--- src/sv/tuner_pll_divider_calc_assert.svh ---
// Assertion macros for the divider calculation RTL.
// Depends on nothing; included by the module that carries assertions.
`ifndef TUNER_PLL_DIVIDER_CALC_ASSERT_SVH
`define TUNER_PLL_DIVIDER_CALC_ASSERT_SVH

// Implication checked in the same cycle.
`define TPDC_ASSERT_NOW(lbl, ck, rn, ante, cons, msg) \
	lbl: assert property (@(posedge ck) disable iff (!rn) (ante) |-> (cons)) else $error(msg);

// Implication checked in the following cycle.
`define TPDC_ASSERT_NEXT(lbl, ck, rn, ante, cons, msg) \
	lbl: assert property (@(posedge ck) disable iff (!rn) (ante) |=> (cons)) else $error(msg);

`endif

--- src/sv/tpdc_pkg.sv ---
// Package for the PLL divider calculation: widths, register map, reset values,
// divider control types and the integer word packing function.
// Depends on nothing.
package tpdc_pkg;

	localparam int CFG_AW = 5;
	localparam int CFG_DW = 64;

	localparam int REF_W  = 27;
	localparam int VLIM_W = 33;
	localparam int PWR_W  = 2;
	localparam int TGT_W  = 32;
	localparam int FINE_W = 2;
	localparam int DIVC_W = 3;
	localparam int WORD_W = 8;
	localparam int SDM_W  = 16;
	localparam int FRAC_W = 32;
	localparam int RK_W   = 17;
	localparam int DVS_W  = 28;
	localparam int STEP_W = 6;

	localparam logic [1:0] REG_REF  = 2'd0;
	localparam logic [1:0] REG_VMIN = 2'd1;
	localparam logic [1:0] REG_VMAX = 2'd2;
	localparam logic [1:0] REG_PWR  = 2'd3;

	localparam logic [REF_W-1:0]  REF_RST  = 27'd28800000;
	localparam logic [VLIM_W-1:0] VMIN_RST = 33'd1770000000;
	localparam logic [VLIM_W-1:0] VMAX_RST = 33'd3900000000;
	localparam logic [PWR_W-1:0]  PWR_RST  = 2'd2;

	localparam logic [REF_W-1:0]  REF_HALVE_ABOVE = 27'd24000000;
	localparam logic [DVS_W-1:0]  KHZ             = 28'd1000;
	localparam logic [SDM_W-1:0]  SDM_FULL        = 16'h8000;
	localparam logic signed [9:0] NI_OFFSET       = 10'sd13;

	typedef struct packed {
		logic              start;
		logic [STEP_W-1:0] steps;
	} div_ctl_t;

	typedef struct packed {
		logic busy;
		logic done;
	} div_sts_t;

	// Packs N + (S << 6) from q - 13, with N rounded toward zero.
	function automatic logic [WORD_W-1:0] pack_int_word(input logic [7:0] q8);
		logic signed [9:0] d;
		logic        [9:0] mag;
		logic signed [9:0] ni;
		logic signed [9:0] si;
		d = $signed({2'b00, q8}) - NI_OFFSET;
		if (d < 0) begin
			mag = 10'(-d);
			ni  = -$signed(mag >> 2);
		end else begin
			ni = d >>> 2;
		end
		si = d - (ni <<< 2);
		return ni[7:0] + {si[1:0], 6'b000000};
	endfunction

endpackage

--- src/sv/tpdc_req_if.sv ---
// Request channel: target frequency and VCO fine-tune reading.
// Depends on tpdc_pkg.
interface tpdc_req_if;
	logic                        valid;
	logic                        ready;
	logic [tpdc_pkg::TGT_W-1:0]  target_freq_hz;
	logic [tpdc_pkg::FINE_W-1:0] vco_fine_tune;

	modport source(output valid, output target_freq_hz, output vco_fine_tune, input ready);
	modport sink(input valid, input target_freq_hz, input vco_fine_tune, output ready);
endinterface

--- src/sv/tpdc_rsp_if.sv ---
// Result channel: divider settings for one request.
// Depends on tpdc_pkg.
interface tpdc_rsp_if;
	logic                        valid;
	logic                        ready;
	logic                        bad_request;
	logic                        ref_halved;
	logic [tpdc_pkg::DIVC_W-1:0] out_div_code;
	logic [tpdc_pkg::WORD_W-1:0] int_div_word;
	logic                        frac_disabled;
	logic [tpdc_pkg::SDM_W-1:0]  sdm_word;

	modport source(output valid, output bad_request, output ref_halved, output out_div_code,
		output int_div_word, output frac_disabled, output sdm_word, input ready);
	modport sink(input valid, input bad_request, input ref_halved, input out_div_code,
		input int_div_word, input frac_disabled, input sdm_word, output ready);
endinterface

--- src/sv/tuner_pll_divider_calc.sv ---
// Top level of the fractional-N PLL divider calculation: sequencer, datapath,
// configuration registers. Depends on tpdc_pkg, tpdc_req_if, tpdc_rsp_if, tpdc_div.
//
//   Channel  Dir  Handshake            Beat contents
//   req      in   valid/ready          target_freq_hz, vco_fine_tune
//   rsp      out  valid/ready          bad_request .. sdm_word
//   apb      in   psel/penable/pready  64-bit register write or read
//
// The divider yields one quotient bit per cycle and serves three divisions in turn.
// A zero target skips all divisions. A new request is taken once the sequencer is idle,
// even while the previous result still waits on rsp. Reset is asynchronous, active low,
// and restores the register defaults; no clearing pass is needed.
`include "tuner_pll_divider_calc_assert.svh"

module tuner_pll_divider_calc #(
	parameter int DIV_TRIES       = 5,
	parameter int SDM_COUNT_LIMIT = 32768
) (
	input  logic                        clk,
	input  logic                        arst_n,
	tpdc_req_if.sink                    req,
	tpdc_rsp_if.source                  rsp,
	input  logic                        psel,
	input  logic                        penable,
	input  logic                        pwrite,
	input  logic [tpdc_pkg::CFG_AW-1:0] paddr,
	input  logic [tpdc_pkg::CFG_DW-1:0] pwdata,
	output logic [tpdc_pkg::CFG_DW-1:0] prdata,
	output logic                        pready
);
	import tpdc_pkg::*;

	localparam int VW = TGT_W + DIV_TRIES;

	localparam logic [3:0] ST_IDLE   = 4'd0;
	localparam logic [3:0] ST_SEARCH = 4'd1;
	localparam logic [3:0] ST_DIVQ   = 4'd2;
	localparam logic [3:0] ST_MUL    = 4'd3;
	localparam logic [3:0] ST_SUB    = 4'd4;
	localparam logic [3:0] ST_DIVR   = 4'd5;
	localparam logic [3:0] ST_DIVK   = 4'd6;
	localparam logic [3:0] ST_SDM    = 4'd7;
	localparam logic [3:0] ST_DONE   = 4'd8;

	logic [3:0]        state_q;
	logic              start_q;
	logic              out_valid_q;

	logic [REF_W-1:0]  ref_cfg_q;
	logic [VLIM_W-1:0] vmin_q;
	logic [VLIM_W-1:0] vmax_q;
	logic [PWR_W-1:0]  pwr_q;

	logic [TGT_W-1:0]  target_q;
	logic [FINE_W-1:0] fine_q;
	logic              bad_q;
	logic              halved_q;
	logic [REF_W-1:0]  ref_q;
	logic [DVS_W-1:0]  two_ref_q;
	logic [2:0]        idx_q;
	logic [DIVC_W-1:0] div_q;
	logic [VW-1:0]     vco_q;
	logic [7:0]        q8_q;
	logic [35:0]       prod_q;
	logic [VW-1:0]     rem_q;
	logic [FRAC_W-1:0] frac_q;
	logic              frac_zero_q;
	logic [RK_W:0]     two_rk_q;
	logic [3:0]        k_q;
	logic [SDM_W-1:0]  sdm_q;

	logic              o_bad_q;
	logic              o_halved_q;
	logic [DIVC_W-1:0] o_div_q;
	logic [WORD_W-1:0] o_word_q;
	logic              o_fdis_q;
	logic [SDM_W-1:0]  o_sdm_q;

	logic              acc;
	logic              cfg_wr;
	logic              ref_half;
	logic [REF_W-1:0]  ref_eff;
	logic [VW-1:0]     vco_try;
	logic              hit;
	logic              last_try;
	logic [DIVC_W-1:0] div_sel;
	logic [DIVC_W-1:0] div_nudged;
	logic [RK_W:0]     step_v;
	logic              take;
	logic [16:0]       count_v;
	logic              lim_hit;
	logic              out_load;

	div_ctl_t          div_ctl;
	div_sts_t          div_sts;
	logic [VW-1:0]     div_dividend;
	logic [DVS_W-1:0]  div_divisor;
	logic [VW-1:0]     div_quot;

	assign req.ready = (state_q == ST_IDLE);
	assign acc       = req.valid && req.ready;
	assign cfg_wr    = psel && penable && pwrite;
	assign pready    = 1'b1;

	assign ref_half = ref_cfg_q > REF_HALVE_ABOVE;
	always_comb begin
		ref_eff = ref_half ? (ref_cfg_q >> 1) : ref_cfg_q;
		if (ref_eff == '0) begin
			ref_eff = REF_W'(1);
		end
	end

	assign vco_try  = VW'(target_q) << ({1'b0, idx_q} + 4'd1);
	assign hit      = (vco_try >= VW'(vmin_q)) && (vco_try <= VW'(vmax_q));
	assign last_try = idx_q == 3'(DIV_TRIES - 1);
	assign div_sel  = hit ? idx_q : 3'(DIV_TRIES);

	always_comb begin
		if (fine_q > pwr_q) begin
			div_nudged = div_sel - 3'd1;
		end else if (fine_q < pwr_q) begin
			div_nudged = div_sel + 3'd1;
		end else begin
			div_nudged = div_sel;
		end
	end

	assign step_v   = two_rk_q >> k_q;
	assign take     = frac_q > FRAC_W'(step_v);
	assign count_v  = 17'(1) << k_q;
	assign lim_hit  = count_v >= 17'(SDM_COUNT_LIMIT);
	assign out_load = (state_q == ST_DONE) && (!out_valid_q || rsp.ready);

	always_comb begin
		div_ctl.start = start_q;
		unique case (state_q)
			ST_DIVQ: begin
				div_dividend  = vco_q;
				div_divisor   = two_ref_q;
				div_ctl.steps = STEP_W'(VW);
			end
			ST_DIVR: begin
				div_dividend  = rem_q;
				div_divisor   = KHZ;
				div_ctl.steps = STEP_W'(VW);
			end
			ST_DIVK: begin
				div_dividend  = VW'(ref_q) << (VW - REF_W);
				div_divisor   = KHZ;
				div_ctl.steps = STEP_W'(REF_W);
			end
			default: begin
				div_dividend  = '0;
				div_divisor   = '0;
				div_ctl.steps = '0;
			end
		endcase
	end

	tpdc_div #(
		.DW(VW)
	) u_div (
		.clk     (clk),
		.arst_n  (arst_n),
		.ctl     (div_ctl),
		.dividend(div_dividend),
		.divisor (div_divisor),
		.sts     (div_sts),
		.quot    (div_quot)
	);

	always_ff @(posedge clk or negedge arst_n) begin
		if (!arst_n) begin
			state_q <= ST_IDLE;
			start_q <= 1'b0;
		end else begin
			start_q <= 1'b0;
			unique case (state_q)
				ST_IDLE: begin
					if (acc) begin
						state_q <= (req.target_freq_hz == '0) ? ST_DONE : ST_SEARCH;
					end
				end
				ST_SEARCH: begin
					if (hit || last_try) begin
						state_q <= ST_DIVQ;
						start_q <= 1'b1;
					end
				end
				ST_DIVQ: begin
					if (div_sts.done) begin
						state_q <= ST_MUL;
					end
				end
				ST_MUL: begin
					state_q <= ST_SUB;
				end
				ST_SUB: begin
					state_q <= ST_DIVR;
					start_q <= 1'b1;
				end
				ST_DIVR: begin
					if (div_sts.done) begin
						state_q <= ST_DIVK;
						start_q <= 1'b1;
					end
				end
				ST_DIVK: begin
					if (div_sts.done) begin
						state_q <= ST_SDM;
					end
				end
				ST_SDM: begin
					if ((frac_q <= FRAC_W'(1)) || lim_hit) begin
						state_q <= ST_DONE;
					end
				end
				ST_DONE: begin
					if (out_load) begin
						state_q <= ST_IDLE;
					end
				end
				default: begin
					state_q <= ST_IDLE;
				end
			endcase
		end
	end

	always_ff @(posedge clk) begin
		unique case (state_q)
			ST_IDLE: begin
				if (acc) begin
					target_q  <= req.target_freq_hz;
					fine_q    <= req.vco_fine_tune;
					bad_q     <= req.target_freq_hz == '0;
					halved_q  <= ref_half;
					ref_q     <= ref_eff;
					two_ref_q <= {ref_eff, 1'b0};
					idx_q     <= '0;
				end
			end
			ST_SEARCH: begin
				if (hit || last_try) begin
					vco_q <= vco_try;
					div_q <= div_nudged;
				end else begin
					idx_q <= idx_q + 3'd1;
				end
			end
			ST_DIVQ: begin
				if (div_sts.done) begin
					q8_q <= div_quot[7:0];
				end
			end
			ST_MUL: begin
				prod_q <= two_ref_q * q8_q;
			end
			ST_SUB: begin
				rem_q <= vco_q - VW'(prod_q);
			end
			ST_DIVR: begin
				if (div_sts.done) begin
					frac_q      <= div_quot[FRAC_W-1:0];
					frac_zero_q <= div_quot == '0;
				end
			end
			ST_DIVK: begin
				if (div_sts.done) begin
					two_rk_q <= {div_quot[RK_W-1:0], 1'b0};
					k_q      <= 4'd1;
					sdm_q    <= '0;
				end
			end
			ST_SDM: begin
				if (frac_q > FRAC_W'(1)) begin
					if (take) begin
						sdm_q  <= sdm_q + (SDM_FULL >> (k_q - 4'd1));
						frac_q <= frac_q - FRAC_W'(step_v);
					end
					if (!lim_hit) begin
						k_q <= k_q + 4'd1;
					end
				end
			end
			default: begin
			end
		endcase
	end

	always_ff @(posedge clk or negedge arst_n) begin
		if (!arst_n) begin
			out_valid_q <= 1'b0;
		end else if (out_load) begin
			out_valid_q <= 1'b1;
		end else if (rsp.ready) begin
			out_valid_q <= 1'b0;
		end
	end

	always_ff @(posedge clk) begin
		if (out_load) begin
			o_bad_q    <= bad_q;
			o_halved_q <= bad_q ? 1'b0 : halved_q;
			o_div_q    <= bad_q ? '0 : div_q;
			o_word_q   <= bad_q ? '0 : pack_int_word(q8_q);
			o_fdis_q   <= bad_q ? 1'b0 : frac_zero_q;
			o_sdm_q    <= bad_q ? '0 : sdm_q;
		end
	end

	assign rsp.valid         = out_valid_q;
	assign rsp.bad_request   = o_bad_q;
	assign rsp.ref_halved    = o_halved_q;
	assign rsp.out_div_code  = o_div_q;
	assign rsp.int_div_word  = o_word_q;
	assign rsp.frac_disabled = o_fdis_q;
	assign rsp.sdm_word      = o_sdm_q;

	always_ff @(posedge clk or negedge arst_n) begin
		if (!arst_n) begin
			ref_cfg_q <= REF_RST;
			vmin_q    <= VMIN_RST;
			vmax_q    <= VMAX_RST;
			pwr_q     <= PWR_RST;
		end else if (cfg_wr) begin
			unique case (paddr[4:3])
				REG_REF:  ref_cfg_q <= pwdata[REF_W-1:0];
				REG_VMIN: vmin_q    <= pwdata[VLIM_W-1:0];
				REG_VMAX: vmax_q    <= pwdata[VLIM_W-1:0];
				REG_PWR:  pwr_q     <= pwdata[PWR_W-1:0];
				default: begin
				end
			endcase
		end
	end

	always_comb begin
		unique case (paddr[4:3])
			REG_REF:  prdata = CFG_DW'(ref_cfg_q);
			REG_VMIN: prdata = CFG_DW'(vmin_q);
			REG_VMAX: prdata = CFG_DW'(vmax_q);
			REG_PWR:  prdata = CFG_DW'(pwr_q);
			default:  prdata = '0;
		endcase
	end

	`TPDC_ASSERT_NOW(a_div_busy_state, clk, arst_n, div_sts.busy, (state_q == ST_DIVQ) || (state_q == ST_DIVR) || (state_q == ST_DIVK), "divider busy outside a divide state")
	`TPDC_ASSERT_NEXT(a_accept_search, clk, arst_n, acc && (req.target_freq_hz != '0), state_q == ST_SEARCH, "nonzero target did not start the divider search")
	`TPDC_ASSERT_NOW(a_rem_nonneg, clk, arst_n, state_q == ST_SUB, vco_q >= prod_q, "integer part product exceeds the VCO value")
	`TPDC_ASSERT_NOW(a_sdm_k_range, clk, arst_n, state_q == ST_SDM, (k_q != 4'd0) && (k_q <= 4'd15), "expansion step index out of range")

endmodule

--- src/sv/tpdc_div.sv ---
// Restoring divider, one quotient bit per cycle, shared by all divisions.
// Depends on tpdc_pkg; the dividend is presented left-aligned.
module tpdc_div #(
	parameter int DW = 37
) (
	input  logic                       clk,
	input  logic                       arst_n,
	input  tpdc_pkg::div_ctl_t         ctl,
	input  logic [DW-1:0]              dividend,
	input  logic [tpdc_pkg::DVS_W-1:0] divisor,
	output tpdc_pkg::div_sts_t         sts,
	output logic [DW-1:0]              quot
);
	import tpdc_pkg::*;

	logic [DW-1:0]     dq_q;
	logic [DVS_W-1:0]  r_q;
	logic [STEP_W-1:0] cnt_q;
	logic              busy_q;
	logic              done_q;
	logic [DVS_W:0]    trial;
	logic [DVS_W:0]    diff;
	logic              ge;
	logic [DVS_W-1:0]  r_nxt;

	assign trial = {r_q, dq_q[DW-1]};
	assign ge    = trial >= {1'b0, divisor};
	assign diff  = trial - {1'b0, divisor};
	assign r_nxt = ge ? diff[DVS_W-1:0] : trial[DVS_W-1:0];

	always_ff @(posedge clk or negedge arst_n) begin
		if (!arst_n) begin
			busy_q <= 1'b0;
			done_q <= 1'b0;
			cnt_q  <= '0;
		end else begin
			done_q <= 1'b0;
			if (ctl.start) begin
				busy_q <= 1'b1;
				cnt_q  <= ctl.steps;
			end else if (busy_q) begin
				cnt_q <= cnt_q - STEP_W'(1);
				if (cnt_q == STEP_W'(1)) begin
					busy_q <= 1'b0;
					done_q <= 1'b1;
				end
			end
		end
	end

	always_ff @(posedge clk) begin
		if (ctl.start) begin
			dq_q <= dividend;
			r_q  <= '0;
		end else if (busy_q) begin
			dq_q <= {dq_q[DW-2:0], ge};
			r_q  <= r_nxt;
		end
	end

	assign sts.busy = busy_q;
	assign sts.done = done_q;
	assign quot     = dq_q;

endmodule

--- src/flat_wrapper.sv ---
// flat-port wrapper written by rule: the top's interface ports become plain ports
module tuner_pll_divider_calc_flat import tpdc_pkg::*;
#(
	parameter int DIV_TRIES       = 5,
	parameter int SDM_COUNT_LIMIT = 32768
)
  (clk, arst_n, psel, penable, pwrite, paddr, pwdata, prdata, pready, req_valid, req_target_freq_hz, req_vco_fine_tune, req_ready, rsp_valid, rsp_bad_request, rsp_ref_halved, rsp_out_div_code, rsp_int_div_word, rsp_frac_disabled, rsp_sdm_word, rsp_ready);
  tpdc_req_if req_i ();
  tpdc_rsp_if rsp_i ();
  input  logic clk;
  input  logic arst_n;
  input  logic psel;
  input  logic penable;
  input  logic pwrite;
  input  logic [tpdc_pkg::CFG_AW-1:0] paddr;
  input  logic [tpdc_pkg::CFG_DW-1:0] pwdata;
  output logic [tpdc_pkg::CFG_DW-1:0] prdata;
  output logic pready;
  input wire logic [$bits(req_i.valid)-1:0] req_valid;
  input wire logic [$bits(req_i.target_freq_hz)-1:0] req_target_freq_hz;
  input wire logic [$bits(req_i.vco_fine_tune)-1:0] req_vco_fine_tune;
  output wire logic [$bits(req_i.ready)-1:0] req_ready;
  output wire logic [$bits(rsp_i.valid)-1:0] rsp_valid;
  output wire logic [$bits(rsp_i.bad_request)-1:0] rsp_bad_request;
  output wire logic [$bits(rsp_i.ref_halved)-1:0] rsp_ref_halved;
  output wire logic [$bits(rsp_i.out_div_code)-1:0] rsp_out_div_code;
  output wire logic [$bits(rsp_i.int_div_word)-1:0] rsp_int_div_word;
  output wire logic [$bits(rsp_i.frac_disabled)-1:0] rsp_frac_disabled;
  output wire logic [$bits(rsp_i.sdm_word)-1:0] rsp_sdm_word;
  input wire logic [$bits(rsp_i.ready)-1:0] rsp_ready;
  assign req_i.valid = req_valid;
  assign req_i.target_freq_hz = req_target_freq_hz;
  assign req_i.vco_fine_tune = req_vco_fine_tune;
  assign req_ready = req_i.ready;
  assign rsp_valid = rsp_i.valid;
  assign rsp_bad_request = rsp_i.bad_request;
  assign rsp_ref_halved = rsp_i.ref_halved;
  assign rsp_out_div_code = rsp_i.out_div_code;
  assign rsp_int_div_word = rsp_i.int_div_word;
  assign rsp_frac_disabled = rsp_i.frac_disabled;
  assign rsp_sdm_word = rsp_i.sdm_word;
  assign rsp_i.ready = rsp_ready;
  tuner_pll_divider_calc #(.DIV_TRIES(DIV_TRIES), .SDM_COUNT_LIMIT(SDM_COUNT_LIMIT)) u_core (.clk(clk), .arst_n(arst_n), .req(req_i), .rsp(rsp_i), .psel(psel), .penable(penable), .pwrite(pwrite), .paddr(paddr), .pwdata(pwdata), .prdata(prdata), .pready(pready));
endmodule
--- config.mk ---
export PLATFORM = sky130hd
export DESIGN_NAME = tuner_pll_divider_calc_flat
export DESIGN_NICKNAME = d
export VERILOG_FILES = /design/src/sv/tpdc_pkg.sv /design/src/sv/tpdc_req_if.sv /design/src/sv/tpdc_rsp_if.sv /design/src/sv/tuner_pll_divider_calc.sv /design/src/sv/tpdc_div.sv /design/src/flat_wrapper.sv
export VERILOG_INCLUDE_DIRS = /design/src /design/src/sv
export SDC_FILE = /design/constraint.sdc
export NUM_CORES = 2
export LEC_CHECK = 0
export ABC_AREA = 1
export BUFFER_PORTS_ARGS = -buffer_cell sky130_fd_sc_hd__buf_2
export CAP_MARGIN = 10
export CORE_UTILIZATION = 63
export CTS_CLUSTER_DIAMETER = 80
export CTS_CLUSTER_SIZE = 40
export DETAILED_ROUTE_END_ITERATION = 10
export PLACE_DENSITY = 0.79
export SLEW_MARGIN = 10
export SYNTH_ARGS = -nofsm -noshare
export SYNTH_HDL_FRONTEND = slang
export SYNTH_SLANG_ARGS = --single-unit
--- constraint.sdc ---
create_clock -name clk -period 7.4 [get_ports clk]
set_clock_uncertainty 0.15 [all_clocks]
set_input_delay 1.48 -clock clk [delete_from_list [all_inputs] [get_ports clk]]
set_output_delay 1.48 -clock clk [all_outputs]
set_load 0.01 [all_outputs]
==> results.json <==
{
  "status": "finished clean",
  "min-delay-start": "u_core.u_div.r_q[24]$_SDFFE_PP0P_",
  "worstPathRequired_ns": 7.59,
  "first_pass_iters": 6,
  "drc": 0,
  "r2r-start": "u_core.idx_q[0]$_SDFFCE_PN0P_",
  "whs_path_depth": 2,
  "wire_per_inst_um": 18.17,
  "initial_core_util_pct": 63.63,
  "critPathLaunch": "u_core.idx_q[0]$_SDFFCE_PN0P_",
  "post_cts_buffers": 0,
  "path_delay_family": "buffers and inverters",
  "synth_edf_count": 323,
  "cts_resized": 0,
  "row_count": 87,
  "slowest_delay_ns": 0.77,
  "relSlewSlack_pct": 21.15,
  "startpoint_type": "register",
  "yosysWarningCount": 0,
  "wirelength_mm": 97.64,
  "synthFlopType": "edfxtp_1",
  "peakVddDrop_mv": 0.3869,
  "ys_ff_latch": 460,
  "dp_hpwl_mm": 75.68,
  "cellPowerDensity_nw_per_um2": 513.8,
  "ctsHoldBuffers": 0,
  "synthesis.instances": 4552,
  "antenna_left": 0,
  "final_cells": 5374,
  "io_buffers": 140,
  "layout.nets": 5097,
  "num_io_pins": 207,
  "dpl_worst_slack_ns": 1.510,
  "hold_violations": 0,
  "dpl_cell_area_um2": 36980,
  "ys_seq_area_share_pct": 36.39,
  "power.leakage_nw": 18.78,
  "final_layout_size_suffix_gt1_share_pct": 6.671,
  "cts_root_buffer": "clkbuf_16",
  "core-area_um2": 56280,
  "num-fill-cells": 4812,
  "endpoint_kind": "register",
  "critPathMaxFanout": 34,
  "grt_use_total_pct": 34.23,
  "setup_tns_ns": 0,
  "first_global_vias": 28423,
  "finalMaxSlewViolations": 0,
  "dp_cells": 5321,
  "die_width_um": 240.4,
  "syn-cell-area_um2": 35810,
  "rsz0062_at_grt": "false",
  "async_flop_share_pct": 23.70,
  "cp_common_cell": "nand2_1",
  "p_total_mw": 19.56,
  "synthToLayoutAreaGrowth_pct": 6.325,
  "vias_per_cell": 5.658,
  "timing.fmax_mhz": 165.5,
  "overflow": 0,
  "dieArea_um2": 57790,
  "utilization_pct": 67.65,
  "antenna_found_initial": 1,
  "setup_viol": 0,
  "path_depth": 26,
  "cp_num_buf_inv": 6,
  "drv_cap": 0,
  "syn_area_per_cell_um2": 7.866,
  "cp.arrival_ns": 6.23,
  "period_share_pct": 81.63,
  "grt_pass1_wl_mm": 152.9,
  "clk_path_buf_depth": 3,
  "min_path_type": "reg2reg",
  "clk_latency_ns": 0.65,
  "cts_tree": "built",
  "r2r_cells": 26,
  "clkTransAtPathRegs_ns": 0.12,
  "final_cell_mix": "nand2_1 (1246), inv_1 (783), o21ai_0 (346)",
  "cts-buffers-inserted": 28,
  "timing.hold.ws_ns": 0.3307,
  "finalWorstSetupSlack_ns": 1.359,
  "h-tree-depth": 1,
  "grt_max_degree": 74,
  "worstMarginPinSlew_ns": 1.179,
  "final_cell_area_um2": 38070,
  "gp_congestion": 1.017,
  "clkSinkCount": 460,
  "worstSetupPathType": "reg2reg",
  "die_h_um": 240.4,
  "drt_iter0_markers": 2755,
  "final_common_cell": "nand2_1",
  "ys_types": 60,
  "cp_slowest_cell": "o21ai_0",
  "min_period_ns": 6.041,
  "vias": 30408
}
[sequential cells by signal, indices dropped and copies added, names as in the netlist, 4 cells and up]
signal,count
u_core.prod_q,35
u_core.vmax_q,33
u_core.state_q,4
u_core.target_q,32
u_core.k_q,4
u_core.u_div.r_q,28
u_core.u_div.cnt_q,6
u_core.rsp.sdm_word,16
u_core.two_rk_q,17
u_core.ref_cfg_q,27
u_core.ref_q,27
u_core.sdm_q,16
u_core.rsp.int_div_word,8
u_core.q8_q,8
u_core.u_div.quot,37
u_core.frac_q,32
u_core.vmin_q,33
u_core.vco_q,37
u_core.rem_q,37
[power by group]
group          internal, mW  switching [mW]
Sequential             4.17           0.745
Clock                 0.819            1.07
Combinational          4.46            8.30
Total                  9.45            10.1
[cell type report]
cell class | instances | area (um2) | area share, %
clock buffer | 29 | 704.4 | 1.850
clock inverter | 23 | 381.6 | 1.002
sequential | 460 | 13030 | 34.23
inverter | 792 | 2977 | 7.818
timing repair buffer | 173 | 963.4 | 2.531
tap | 756 | 945.9 | 2.485
antenna | 1 | 2.502 | 0.006573
multi-input combinational | 3140 | 19070 | 50.08
[kinds of logic after synthesis]
logic type | synth area share, %
other | 0.02097
buffers and inverters | 10.82
XOR/XNOR | 2.932
flip-flops | 36.39
adder cells (fa/ha/maj) | 16.93
AO/OA/AOI/OAI | 11.93
AND/OR/NAND/NOR | 20.84
multiplexers | 0.1398
[metal layers]
metal	GRT usage (%)	share of wire [%]	vias up
met5	0	0	-
met4	16.17	5.3	0
met3	4.179	7.4	256
met2	55.42	46	1265
met1	45.87	42	14172
li1	-	-	14715
[synth_stat cells (8+ instances only)]
master    count  area (um2)
a21oi_1     228        1141
xnor2_1      46       402.9
inv_1       783        2939
nor3_1       38       190.2
o211ai_1     32       240.2
a31oi_1      15       93.84
dfstp_2      34       893.4
buf_4        38       285.3
nand2_1    1248        4684
or2_2         9       56.30
ha_1        238        2978
o21bai_1     12       90.09
fa_1        154        3083
a21o_1       15       112.6
clkbuf_1    103       386.6
dfxtp_1      28       560.5
nand4_1      37       231.5
nor2_1      260       975.9
edfxtp_1    323        9699
buf_1        35       131.4
nand3_1     171       855.8
o21ai_1      19       95.09
nor4_1       32       200.2
o21ai_0     346        1732
buf_2        12       60.06
o221ai_1     30       262.8
dfrtp_1      75        1877
o22ai_1      14       87.58
a22o_1        8       70.07
o21a_1       12       90.09
xor2_1       72       630.6
[path summary, 6_finish.rpt]
check / endpoint / slack (ns)
worst max-delay path: u_core.div_q[0]$_DFFE_PP_ / 1.36
worst min-delay path: u_core.u_div.r_q[24]$_SDFFE_PP0P_ / 0.33
worst max register to register: u_core.div_q[0]$_DFFE_PP_ / 1.36
worst min register to register: u_core.u_div.r_q[24]$_SDFFE_PP0P_ / 0.33
max in group asynchronous: u_core.start_q$_DFF_PN0_ / 5.09
min in group asynchronous: u_core.vmin_q[12]$_DFFE_PN0P_ / 0.84
[worst min-delay path: cells and delay by family (launching register included)]
family	cells	cell delay, ns
flops	1	0.33
simple gates	2	0.12
Power figures use the tool's default switching activity.
